**src/nct_pkg.sv**
```systemverilog
`timescale 1ns / 1ps
package nct_pkg;

	localparam int PAYLOAD_BYTES_DEF = 64;
	localparam int SYNC_BITS         = 32;
	localparam int APB_AW            = 4;
	localparam int APB_DW            = 32;

	localparam logic [7:0]  CRC_POLY         = 8'h07;
	localparam logic [14:0] AMPLITUDE_RST    = 15'd15000;
	localparam logic [7:0]  SPS_RST          = 8'd50;
	localparam logic [31:0] FRAME_MARKER_RST = 32'h1ACF_FC1D;

	typedef enum logic [1:0] {
		REG_AMPLITUDE    = 2'd0,
		REG_SPS          = 2'd1,
		REG_FRAME_MARKER = 2'd2
	} reg_idx_t;

	typedef logic        req_type_t;
	typedef logic [5:0]  byte_index_t;
	typedef logic [7:0]  byte_value_t;
	typedef logic signed [15:0] sample_value_t;

	localparam req_type_t REQ_LOAD = 1'b0;
	localparam req_type_t REQ_TICK = 1'b1;

	typedef struct packed {
		logic [14:0] amplitude;
		logic [7:0]  samples_per_symbol;
		logic [31:0] frame_marker;
	} cfg_t;

	function automatic logic [7:0] crc_step(input logic [7:0] crc, input logic b);
		logic fb;
		fb = crc[7] ^ b;
		crc_step = {crc[6:0], 1'b0} ^ (fb ? CRC_POLY : 8'h00);
	endfunction

endpackage

```
**src/nct_if.sv**
```systemverilog
`timescale 1ns / 1ps
interface nct_req_if;
	logic                 valid;
	logic                 ready;
	nct_pkg::req_type_t   req_type;
	nct_pkg::byte_index_t byte_index;
	nct_pkg::byte_value_t byte_value;

	modport source (output valid, req_type, byte_index, byte_value, input ready);
	modport sink (input valid, req_type, byte_index, byte_value, output ready);
endinterface

interface nct_smp_if;
	logic                   valid;
	logic                   ready;
	nct_pkg::sample_value_t sample_value;
	logic                   sent_bit;
	logic                   packet_start;
	logic                   packet_end;

	modport source (output valid, sample_value, sent_bit, packet_start, packet_end,
		input ready);
	modport sink (input valid, sample_value, sent_bit, packet_start, packet_end,
		output ready);
endinterface

```
**src/nct_ram.sv**
```systemverilog
`timescale 1ns / 1ps
module nct_ram #(
	parameter int WIDTH  = 8,
	parameter int DEPTH  = 63,
	parameter int ADDR_W = 6
) (
	input  logic              clk,
	input  logic              we,
	input  logic [ADDR_W-1:0] waddr,
	input  logic [WIDTH-1:0]  wdata,
	input  logic [ADDR_W-1:0] raddr,
	output logic [WIDTH-1:0]  rdata
);

	logic [WIDTH-1:0] mem [DEPTH];
	logic [WIDTH-1:0] rdata_q;

	always_ff @(posedge clk) begin
		if (we) begin
			mem[waddr] <= wdata;
		end
		rdata_q <= mem[raddr];
	end

	assign rdata = rdata_q;

endmodule

```
**src/nct_cfg_regs.sv**
```systemverilog
`timescale 1ns / 1ps
module nct_cfg_regs (
	input  logic                       clk,
	input  logic                       arst_n,
	input  logic                       psel,
	input  logic                       penable,
	input  logic                       pwrite,
	input  logic [nct_pkg::APB_AW-1:0] paddr,
	input  logic [nct_pkg::APB_DW-1:0] pwdata,
	output logic [nct_pkg::APB_DW-1:0] prdata,
	output logic                       pready,
	output nct_pkg::cfg_t              cfg
);
	import nct_pkg::*;

	cfg_t     cfg_q;
	reg_idx_t idx;
	logic     wr_en;

	assign idx    = reg_idx_t'(paddr[3:2]);
	assign wr_en  = psel & penable & pwrite;
	assign pready = 1'b1;

	always_ff @(posedge clk or negedge arst_n) begin
		if (!arst_n) begin
			cfg_q.amplitude          <= AMPLITUDE_RST;
			cfg_q.samples_per_symbol <= SPS_RST;
			cfg_q.frame_marker       <= FRAME_MARKER_RST;
		end else if (wr_en) begin
			unique case (idx)
				REG_AMPLITUDE:    cfg_q.amplitude          <= pwdata[14:0];
				REG_SPS:          cfg_q.samples_per_symbol <= pwdata[7:0];
				REG_FRAME_MARKER: cfg_q.frame_marker       <= pwdata;
				default: ;
			endcase
		end
	end

	always_comb begin
		unique case (idx)
			REG_AMPLITUDE:    prdata = {17'd0, cfg_q.amplitude};
			REG_SPS:          prdata = {24'd0, cfg_q.samples_per_symbol};
			REG_FRAME_MARKER: prdata = cfg_q.frame_marker;
			default:          prdata = '0;
		endcase
	end

	assign cfg = cfg_q;

endmodule

```
**src/nrz_crc8_frame_transmitter.sv**
```systemverilog
`timescale 1ns / 1ps
// Sync-word framer with serial CRC-8 and NRZ/BPSK in-phase sample output.
// The req channel carries two kinds of transfer: a load writes one payload
// byte into the store, a tick asks for one sample. Each tick yields exactly
// one transfer on the smp channel; a load yields none. Packets repeat without
// a gap: the frame marker, the stored payload bytes, then the CRC-8 byte, each
// bit held for samples_per_symbol ticks. An accepted item is registered in the
// input stage; a tick's sample is then registered in the output register and
// shown on smp. One item is taken every cycle unless smp stalls; the rate is set
// by the single input stage and the output register, and the store is read at
// the next bit position, ahead of the bit it feeds. The user writes
// configuration over the APB port only while the block is idle; the block does
// not enforce this. Reset clears the store's valid flags (bytes read as zero
// until written), puts the transmitter at the first sample of a packet and loads
// register defaults. When smp stalls, the output holds, a pending tick waits
// in the input stage and req.ready drops; loads flow while that stage is free.
module nrz_crc8_frame_transmitter #(
	parameter int PAYLOAD_BYTES = nct_pkg::PAYLOAD_BYTES_DEF
) (
	input  logic                       clk,
	input  logic                       arst_n,
	nct_req_if.sink                    req,
	nct_smp_if.source                  smp,
	input  logic                       psel,
	input  logic                       penable,
	input  logic                       pwrite,
	input  logic [nct_pkg::APB_AW-1:0] paddr,
	input  logic [nct_pkg::APB_DW-1:0] pwdata,
	output logic [nct_pkg::APB_DW-1:0] prdata,
	output logic                       pready
);
	import nct_pkg::*;

	localparam int STORE_BYTES = PAYLOAD_BYTES - 1;
	localparam int FRAME_BITS  = SYNC_BITS + 8 * PAYLOAD_BYTES;
	localparam int PW          = $clog2(FRAME_BITS);
	localparam int AW          = $clog2(PAYLOAD_BYTES);
	localparam logic [PW-1:0] POS_SYNC_END = PW'(SYNC_BITS);
	localparam logic [PW-1:0] POS_LAST     = PW'(FRAME_BITS - 1);
	localparam logic [AW-1:0] IDX_CRC      = AW'(STORE_BYTES);

	cfg_t cfg;

	nct_cfg_regs u_cfg (
		.clk     (clk),
		.arst_n  (arst_n),
		.psel    (psel),
		.penable (penable),
		.pwrite  (pwrite),
		.paddr   (paddr),
		.pwdata  (pwdata),
		.prdata  (prdata),
		.pready  (pready),
		.cfg     (cfg)
	);

	// Input stage.
	logic        valid_s1;
	req_type_t   req_type_s1;
	byte_index_t byte_index_s1;
	byte_value_t byte_value_s1;

	// Transmitter state.
	logic [PW-1:0] bit_pos_q;
	logic [7:0]    sample_cnt_q;
	logic [7:0]    crc_q;

	// Output register.
	logic          out_valid_q;
	sample_value_t sample_value_q;
	logic          sent_bit_q;
	logic          packet_start_q;
	logic          packet_end_q;

	// Store access.
	logic [STORE_BYTES-1:0] byte_vld_q;
	logic                   rd_vld_q;
	logic                   fwd_hit_q;
	logic [7:0]             fwd_data_q;
	logic [7:0]             ram_rdata;
	logic [AW-1:0]          rd_addr;
	logic [AW-1:0]          wr_addr;
	logic                   wr_en;

	logic          out_free;
	logic          is_tick;
	logic          tick_go;
	logic          s1_go;
	logic          first;
	logic          last;
	logic          in_sync;
	logic          in_payload;
	logic          cur_bit;
	logic [PW-1:0] q_off;
	logic [AW-1:0] cur_idx;
	logic [7:0]    cur_byte;
	logic [7:0]    crc_eff;
	logic [7:0]    crc_d;
	logic [7:0]    sps_eff;
	logic [PW-1:0] bit_pos_d;
	logic [7:0]    sample_cnt_d;
	logic [PW-1:0] q_off_d;
	logic [AW-1:0] idx_d;
	logic [15:0]   amp_ext;

	assign out_free  = !out_valid_q || smp.ready;
	assign is_tick   = (req_type_s1 == REQ_TICK);
	assign tick_go   = valid_s1 && is_tick && out_free;
	assign s1_go     = valid_s1 && (!is_tick || out_free);
	assign req.ready = !valid_s1 || s1_go;

	assign wr_en   = valid_s1 && !is_tick && (9'(byte_index_s1) < 9'(STORE_BYTES));
	assign wr_addr = AW'(byte_index_s1);

	always_comb begin
		first   = (bit_pos_q == '0) && (sample_cnt_q == 8'd0);
		crc_eff = first ? 8'h00 : crc_q;
		in_sync = bit_pos_q < POS_SYNC_END;
		q_off   = bit_pos_q - POS_SYNC_END;
		cur_idx = AW'(q_off >> 3);
		in_payload = !in_sync && (cur_idx < IDX_CRC);
		if (fwd_hit_q) begin
			cur_byte = fwd_data_q;
		end else if (rd_vld_q) begin
			cur_byte = ram_rdata;
		end else begin
			cur_byte = 8'h00;
		end
		if (in_sync) begin
			cur_bit = cfg.frame_marker[~bit_pos_q[4:0]];
		end else if (in_payload) begin
			cur_bit = cur_byte[~q_off[2:0]];
		end else begin
			cur_bit = crc_eff[7];
		end
		sps_eff = (cfg.samples_per_symbol == 8'd0) ? 8'd1 : cfg.samples_per_symbol;
		last    = ({1'b0, sample_cnt_q} + 9'd1) >= {1'b0, sps_eff};

		bit_pos_d    = bit_pos_q;
		sample_cnt_d = sample_cnt_q;
		crc_d        = crc_q;
		if (tick_go) begin
			crc_d = crc_eff;
			if (last) begin
				if (in_payload) begin
					crc_d = crc_step(crc_eff, cur_bit);
				end else if (!in_sync) begin
					crc_d = {crc_eff[6:0], 1'b0};
				end
				sample_cnt_d = 8'd0;
				bit_pos_d    = (bit_pos_q == POS_LAST) ? '0 : bit_pos_q + PW'(1);
			end else begin
				sample_cnt_d = sample_cnt_q + 8'd1;
			end
		end

		// The store is addressed with the byte that the next tick will need.
		q_off_d = bit_pos_d - POS_SYNC_END;
		idx_d   = AW'(q_off_d >> 3);
		if (bit_pos_d < POS_SYNC_END || idx_d >= IDX_CRC) begin
			rd_addr = '0;
		end else begin
			rd_addr = idx_d;
		end
	end

	assign amp_ext = {1'b0, cfg.amplitude};

	nct_ram #(
		.WIDTH  (8),
		.DEPTH  (STORE_BYTES),
		.ADDR_W (AW)
	) u_store (
		.clk   (clk),
		.we    (wr_en),
		.waddr (wr_addr),
		.wdata (byte_value_s1),
		.raddr (rd_addr),
		.rdata (ram_rdata)
	);

	always_ff @(posedge clk or negedge arst_n) begin
		if (!arst_n) begin
			valid_s1     <= 1'b0;
			bit_pos_q    <= '0;
			sample_cnt_q <= 8'd0;
			crc_q        <= 8'h00;
			out_valid_q  <= 1'b0;
			byte_vld_q   <= '0;
			rd_vld_q     <= 1'b0;
			fwd_hit_q    <= 1'b0;
		end else begin
			if (req.ready) begin
				valid_s1 <= req.valid;
			end
			bit_pos_q    <= bit_pos_d;
			sample_cnt_q <= sample_cnt_d;
			crc_q        <= crc_d;
			if (tick_go) begin
				out_valid_q <= 1'b1;
			end else if (smp.ready) begin
				out_valid_q <= 1'b0;
			end
			if (wr_en) begin
				byte_vld_q[wr_addr] <= 1'b1;
			end
			rd_vld_q  <= byte_vld_q[rd_addr];
			fwd_hit_q <= wr_en && (wr_addr == rd_addr);
		end
	end

	always_ff @(posedge clk) begin
		if (req.ready) begin
			req_type_s1   <= req.req_type;
			byte_index_s1 <= req.byte_index;
			byte_value_s1 <= req.byte_value;
		end
		fwd_data_q <= byte_value_s1;
		if (tick_go) begin
			sample_value_q <= cur_bit ? sample_value_t'(amp_ext)
			                          : sample_value_t'(16'd0 - amp_ext);
			sent_bit_q     <= cur_bit;
			packet_start_q <= first;
			packet_end_q   <= last && (bit_pos_q == POS_LAST);
		end
	end

	assign smp.valid        = out_valid_q;
	assign smp.sample_value = sample_value_q;
	assign smp.sent_bit     = sent_bit_q;
	assign smp.packet_start = packet_start_q;
	assign smp.packet_end   = packet_end_q;

endmodule

```
**src/flat_wrapper.sv**
```systemverilog
// flat-port wrapper written by rule: the top's interface ports become plain ports
module nrz_crc8_frame_transmitter_flat import nct_pkg::*;
#(
	parameter int PAYLOAD_BYTES = nct_pkg::PAYLOAD_BYTES_DEF
)
  (clk, arst_n, psel, penable, pwrite, paddr, pwdata, prdata, pready, req_valid, req_req_type, req_byte_index, req_byte_value, req_ready, smp_valid, smp_sample_value, smp_sent_bit, smp_packet_start, smp_packet_end, smp_ready);
  nct_req_if req_i ();
  nct_smp_if smp_i ();
  input  logic clk;
  input  logic arst_n;
  input  logic psel;
  input  logic penable;
  input  logic pwrite;
  input  logic [nct_pkg::APB_AW-1:0] paddr;
  input  logic [nct_pkg::APB_DW-1:0] pwdata;
  output logic [nct_pkg::APB_DW-1:0] prdata;
  output logic pready;
  input wire logic [$bits(req_i.valid)-1:0] req_valid;
  input wire logic [$bits(req_i.req_type)-1:0] req_req_type;
  input wire logic [$bits(req_i.byte_index)-1:0] req_byte_index;
  input wire logic [$bits(req_i.byte_value)-1:0] req_byte_value;
  output wire logic [$bits(req_i.ready)-1:0] req_ready;
  output wire logic [$bits(smp_i.valid)-1:0] smp_valid;
  output wire logic [$bits(smp_i.sample_value)-1:0] smp_sample_value;
  output wire logic [$bits(smp_i.sent_bit)-1:0] smp_sent_bit;
  output wire logic [$bits(smp_i.packet_start)-1:0] smp_packet_start;
  output wire logic [$bits(smp_i.packet_end)-1:0] smp_packet_end;
  input wire logic [$bits(smp_i.ready)-1:0] smp_ready;
  assign req_i.valid = req_valid;
  assign req_i.req_type = req_req_type;
  assign req_i.byte_index = req_byte_index;
  assign req_i.byte_value = req_byte_value;
  assign req_ready = req_i.ready;
  assign smp_valid = smp_i.valid;
  assign smp_sample_value = smp_i.sample_value;
  assign smp_sent_bit = smp_i.sent_bit;
  assign smp_packet_start = smp_i.packet_start;
  assign smp_packet_end = smp_i.packet_end;
  assign smp_i.ready = smp_ready;
  nrz_crc8_frame_transmitter #(.PAYLOAD_BYTES(PAYLOAD_BYTES)) u_core (.clk(clk), .arst_n(arst_n), .req(req_i), .smp(smp_i), .psel(psel), .penable(penable), .pwrite(pwrite), .paddr(paddr), .pwdata(pwdata), .prdata(prdata), .pready(pready));
endmodule
```
**config.mk**
```make
export PLATFORM = sky130hd
export DESIGN_NAME = nrz_crc8_frame_transmitter_flat
export DESIGN_NICKNAME = d
export VERILOG_FILES = /design/src/nct_pkg.sv /design/src/nct_if.sv /design/src/nct_ram.sv /design/src/nct_cfg_regs.sv /design/src/nrz_crc8_frame_transmitter.sv /design/src/flat_wrapper.sv
export SDC_FILE = /design/constraint.sdc
export NUM_CORES = 1
export LEC_CHECK = 0
export BUFFER_PORTS_ARGS = -buffer_cell sky130_fd_sc_hd__buf_2
export CAP_MARGIN = 20
export CORE_ASPECT_RATIO = 0.6
export CORE_UTILIZATION = 45
export CTS_CLUSTER_SIZE = 25
export DETAILED_ROUTE_END_ITERATION = 6
export MAX_ROUTING_LAYER = met4
export PLACE_DENSITY = 0.71
export SETUP_SLACK_MARGIN = 0.3
export SYNTH_ARGS = -nofsm -noshare
export SYNTH_HDL_FRONTEND = slang
export SYNTH_HIERARCHICAL = 1
export SYNTH_SLANG_ARGS = --single-unit
```
**constraint.sdc**
```tcl
create_clock -name clk -period 7.06 [get_ports clk]
set_input_delay 0.706 -clock clk [delete_from_list [all_inputs] [get_ports clk]]
set_output_delay 0.706 -clock clk [all_outputs]
set_load 0.01 [all_outputs]
```
==> run summary <==
==============================================================================
Final hold viol count                                                        0
Most used cell, CP                                                sky130_fd_sc_hd__ha_1
TritonCTS clock tree                                                     built
Final HPWL DP                                                        45,600 um
Total power divided by cell area                                   299 nW/um^2
Largest delay share family, worst path                            compound AO/OA/AOI/OAI gates
Cell type with the highest aggregate area in the netlist          sky130_fd_sc_hd__edfxtp_1
Sequential area share after synthesis                                    0.685
Area of all placed cells without fillers                          33,100 sq um
Total congestion overflow after global routing                               0
Final GP Congestion                                                      0.926
Final critical path time including I/O delays and setup                6.44 ns
Placement Setup Slack                                                 0.655 ns
# hold bufs at CTS                                                           0
Category of the worst setup path launch point                        flip-flop
Pin slew with the least headroom to its limit                          1.19 ns
Setup-violating endpoint count in the final report                           0
Via count of the first global-routing pass                               16.7k
Outcome                                                              completed
Worst hold slack                                                      0.135 ns
Clk sink count                                                             702
Gate count after technology mapping                                      1,773
Overall global routing resource usage                                    0.215
Buffer depth of the longest clock path                                       3
Clock transition at path regs                                          0.07 ns
Die Y                                                                   200 um
Global-route wire length before repair                              106,000 um
First-pass iteration count of the detailed router                            7
End-of-flow core utilization                                             0.511
Critical Path Fanout Max                                                    10
Min-delay worst type                                                  in2async
TritonCTS Buffers                                                           60
Most used DFF post-synth                                          sky130_fd_sc_hd__edfxtp_1
Level count of the clock H-tree                                              2
Post-layout instance count excluding filler cells                        2,803
Ratio of final minimum period to clock period                            0.912
Per-cell routed wire length                                            24.9 um
Count of vias placed by the detailed router                              17.0k
Count of buffers inserted at the top-level ports                           108
Count of flip-flops with a built-in enable after synthesis                 538
Total negative slack for setup checks                                     0 ns
Total chip power                                                       9.89 mW
Fraction of registers with async set or reset after synthesis            0.211
Type of element capturing the critical path                          flip-flop
Worst supply voltage drop on vdd                                        222 uV
Reported leakage power                                                 11.7 nW
Register bit count reported by yosys                                       702
Number of routed nets with antenna violations                                0
Post-detailed-placement cell area                                 31,000 sq um
Syn. warnings                                                                6
Synth-to-Final Area Change                                               12.0%
Buffers & Inverters on Critical Path                                         2
Setup repair after global routing missed its margin                         no
X dimension of the die                                                  333 um
Largest net degree at the start of global routing                           86
Worst relative slew slack                                                0.203
Delay of the slowest critical-path stage                               0.64 ns
Number of distinct library cells after synthesis                           101
Synthesized area divided by synthesized cell count                  16.7 sq um
Inst Count DP                                                            2,686
Sequence of cells on the critical path                            ha_1 -> nand3_1 -> xnor2_1 -> ha_1 -> a21oi_1 -> o21ai_0 -> a21o_1 -> a21oi_2 -> o21a_1 -> ha_1 -> xnor2_2 -> a21boi_4 -> o31ai_4 -> nor2_4 -> buf_12 -> buf_12 -> mux4_2 -> a221oi_1 -> o21ai_0 -> nand3_1 -> o311ai_1
Min setup slack post-route                                            0.624 ns
Worst clock skew                                                     0.0192 ns
Row Count                                                                   72
Effective utilization at floorplan                                       0.456
Total routed wirelength                                              69,900 um
Antenna violations before repair                                             0
Number of max-slew violations in the final report                            0
DRC viols                                                                    0
Start-to-end type of the worst setup path                              reg2reg
Max Freq                                                             0.155 GHz
Most area-consuming cells after synthesis                         sky130_fd_sc_hd__edfxtp_1 (55%), sky130_fd_sc_hd__dfrtp_1 (10%), sky130_fd_sc_hd__mux4_2 (9.9%)
Number of primary I/O pins                                                 112
Clk root buf                                                      sky130_fd_sc_hd__clkbuf_16
CORE AREA                                                         64,700 sq um
Synthesized Nets                                                         1,846
Overall die area                                                  66,700 sq um
Layout cells sized above 1                                               0.269
Later-pin clock latency in the skew report                             0.60 ns
Drt first-iter violations                                                2,093
Arrival time at the worst endpoint                                     6.92 ns
Post-CTS sizing                                                              0
Detailed-route vias per instance                                          6.06
Netlist area before placement                                     29,500 sq um
Proportion of netlist area held by the largest area contributor          0.547
Max-capacitance violation count                                              0
Worst Path Required                                                    7.54 ns
Crit path max-delay cell type                                     sky130_fd_sc_hd__o31ai_4
Antenna diodes                                                               0
Final nets                                                               1,980
==============================================================================
-- flip-flops by register name, summed over array words and instances (netlist names), 8 cells and up --
| signal | count |
|---|---|
| u_core/smp.sample_value | 16 |
| u_core/byte_vld_q | 63 |
| u_core/u_cfg/cfg | 55 |
| u_core/sample_cnt_q | 8 |
| u_core/fwd_data_q | 8 |
| u_core/byte_value_s1 | 8 |
| u_core/u_store/mem | 504 |
| u_core/bit_pos_q | 10 |
| u_core/crc_q | 8 |
| u_core/u_store/rdata | 8 |
-- cells by family (layout without fill, tap and decap cells) --
| group | Yosys count | count (layout) | synth area share |
|---|---|---|---|
| buffers and inverters | 124 | 303 | 0.0218 |
| AND/OR/NAND/NOR | 392 | 392 | 0.0670 |
| multiplexers | 245 | 245 | 0.143 |
| other | 1 | 1 | 0.000127 |
| flip-flops | 702 | 702 | 0.685 |
| adder cells (fa/ha/maj) | 15 | 15 | 0.00636 |
| AO/OA/AOI/OAI | 256 | 256 | 0.0642 |
| XOR/XNOR | 38 | 38 | 0.0127 |
-- cell type report --
| class | instances | area (sq um) |
|---|---|---|
| fillers | 5154 | 31600 |
| repair buffers | 167 | 1060 |
| clock inverters | 31 | 312 |
| clock buffers | 76 | 1600 |
| multi-input cells | 947 | 8690 |
| well taps | 851 | 1060 |
| flip-flops and latches | 702 | 20200 |
| inverters | 29 | 114 |
-- layer usage --
metal	vias up	global-route usage	routed length (um)
met3	99	0.0522	7840
li1	7209	-	-
met5	-	-	0
met2	822	0.283	29100
met4	0	0.0332	1010
met1	8870	0.340	32000
-- worst reg2reg max path, delay by kind of cell, from the launching register on --
kind                     cells  cell delay [ns]
XOR/XNOR                     2             0.35
AO/OA/AOI/OAI               10             3.35
buffers and inverters        2             0.34
multiplexers                 1             0.43
adder cells (fa/ha/maj)      3             0.95
flip-flops                   1             0.46
AND/OR/NAND/NOR              3             0.45
-- cells in the final DEF, fill, tap and decap left out, types with 11 or more instances in the layout --
cell                        synthesis  layout
sky130_fd_sc_hd__o21bai_1          16      16
sky130_fd_sc_hd__dfxtp_1           16      16
sky130_fd_sc_hd__a21oi_1           31      31
sky130_fd_sc_hd__xnor2_1           16      16
sky130_fd_sc_hd__a31oi_1           13      13
sky130_fd_sc_hd__mux2_2            56      56
sky130_fd_sc_hd__buf_4             14      52
sky130_fd_sc_hd__clkbuf_1          44      13
sky130_fd_sc_hd__clkbuf_16          0      61
sky130_fd_sc_hd__dfrtp_1          119     119
sky130_fd_sc_hd__nor3_1            18      18
sky130_fd_sc_hd__a22oi_1           15      15
sky130_fd_sc_hd__buf_2             21     107
sky130_fd_sc_hd__and2_1            22      22
sky130_fd_sc_hd__nand4_1           11      11
sky130_fd_sc_hd__clkinv_1           2      11
sky130_fd_sc_hd__o21ai_0           38      38
sky130_fd_sc_hd__nor2_1           127     124
sky130_fd_sc_hd__ha_1              15      15
sky130_fd_sc_hd__xor2_1            18      18
sky130_fd_sc_hd__dfstp_2           29      29
sky130_fd_sc_hd__nand2_1           89      89
sky130_fd_sc_hd__mux4_2           130     130
sky130_fd_sc_hd__nand3_1           37      37
sky130_fd_sc_hd__a21o_1            45      45
sky130_fd_sc_hd__nor2b_1           12      12
sky130_fd_sc_hd__inv_1             25      25
sky130_fd_sc_hd__mux2i_1           47      47
sky130_fd_sc_hd__a22o_1            17      17
sky130_fd_sc_hd__edfxtp_1         538     538
-- synth_stat cells, types with 6 or more instances --
cell / count
sky130_fd_sc_hd__a21o_1: 45
sky130_fd_sc_hd__a21oi_1: 31
sky130_fd_sc_hd__a221oi_1: 6
sky130_fd_sc_hd__a22o_1: 17
sky130_fd_sc_hd__a22oi_1: 15
sky130_fd_sc_hd__a31oi_1: 13
sky130_fd_sc_hd__and2_1: 22
sky130_fd_sc_hd__buf_2: 21
sky130_fd_sc_hd__buf_4: 14
sky130_fd_sc_hd__buf_6: 11
sky130_fd_sc_hd__clkbuf_1: 44
sky130_fd_sc_hd__dfrtp_1: 119
sky130_fd_sc_hd__dfstp_2: 29
sky130_fd_sc_hd__dfxtp_1: 16
sky130_fd_sc_hd__edfxtp_1: 538
sky130_fd_sc_hd__ha_1: 15
sky130_fd_sc_hd__inv_1: 25
sky130_fd_sc_hd__mux2_2: 56
sky130_fd_sc_hd__mux2_4: 8
sky130_fd_sc_hd__mux2i_1: 47
sky130_fd_sc_hd__mux4_2: 130
sky130_fd_sc_hd__nand2_1: 89
sky130_fd_sc_hd__nand2b_1: 10
sky130_fd_sc_hd__nand3_1: 37
sky130_fd_sc_hd__nand3b_1: 9
sky130_fd_sc_hd__nand4_1: 11
sky130_fd_sc_hd__nor2_1: 127
sky130_fd_sc_hd__nor2b_1: 12
sky130_fd_sc_hd__nor3_1: 18
sky130_fd_sc_hd__nor4_1: 7
sky130_fd_sc_hd__o211ai_1: 10
sky130_fd_sc_hd__o21ai_0: 38
sky130_fd_sc_hd__o21ai_1: 6
sky130_fd_sc_hd__o21bai_1: 16
sky130_fd_sc_hd__o22ai_1: 7
sky130_fd_sc_hd__or2_2: 7
sky130_fd_sc_hd__xnor2_1: 16
sky130_fd_sc_hd__xor2_1: 18
-- worst paths after layout --
kind / slack, ns / start / endpoint / depth (start not counted)
max reg2reg: 0.62 / u_core/sample_cnt_q[0] / u_core/u_store/rdata[4] / 21
min: 0.13 / arst_n / u_core/byte_vld_q[29] / 1
min in group clk: 0.27 / req_byte_value[7] / u_core/byte_value_s1[7] / 1
min reg2reg: 0.45 / u_core/byte_vld_q[59] / u_core/byte_vld_q[59] / 1
max in group asynchronous: 5.53 / arst_n / u_core/u_cfg/cfg[50] / 2
max: 0.62 / u_core/sample_cnt_q[0] / u_core/u_store/rdata[4] / 21
-- report_power, final --
part	switching (mW)	leakage, nW	internal [mW]
logic	0.863	3.90	0.793
registers	0.219	6.84	4.74
clock network	1.45	0.929	1.82
total	2.54	11.7	7.35
-- repair_timing --
item                                    4_1_cts  5_1_grt
endpoints found under the setup margin        0        3
buffers inserted                              0        9
hold endpoints to repair                      0        0
Power figures use the tool's default switching activity.
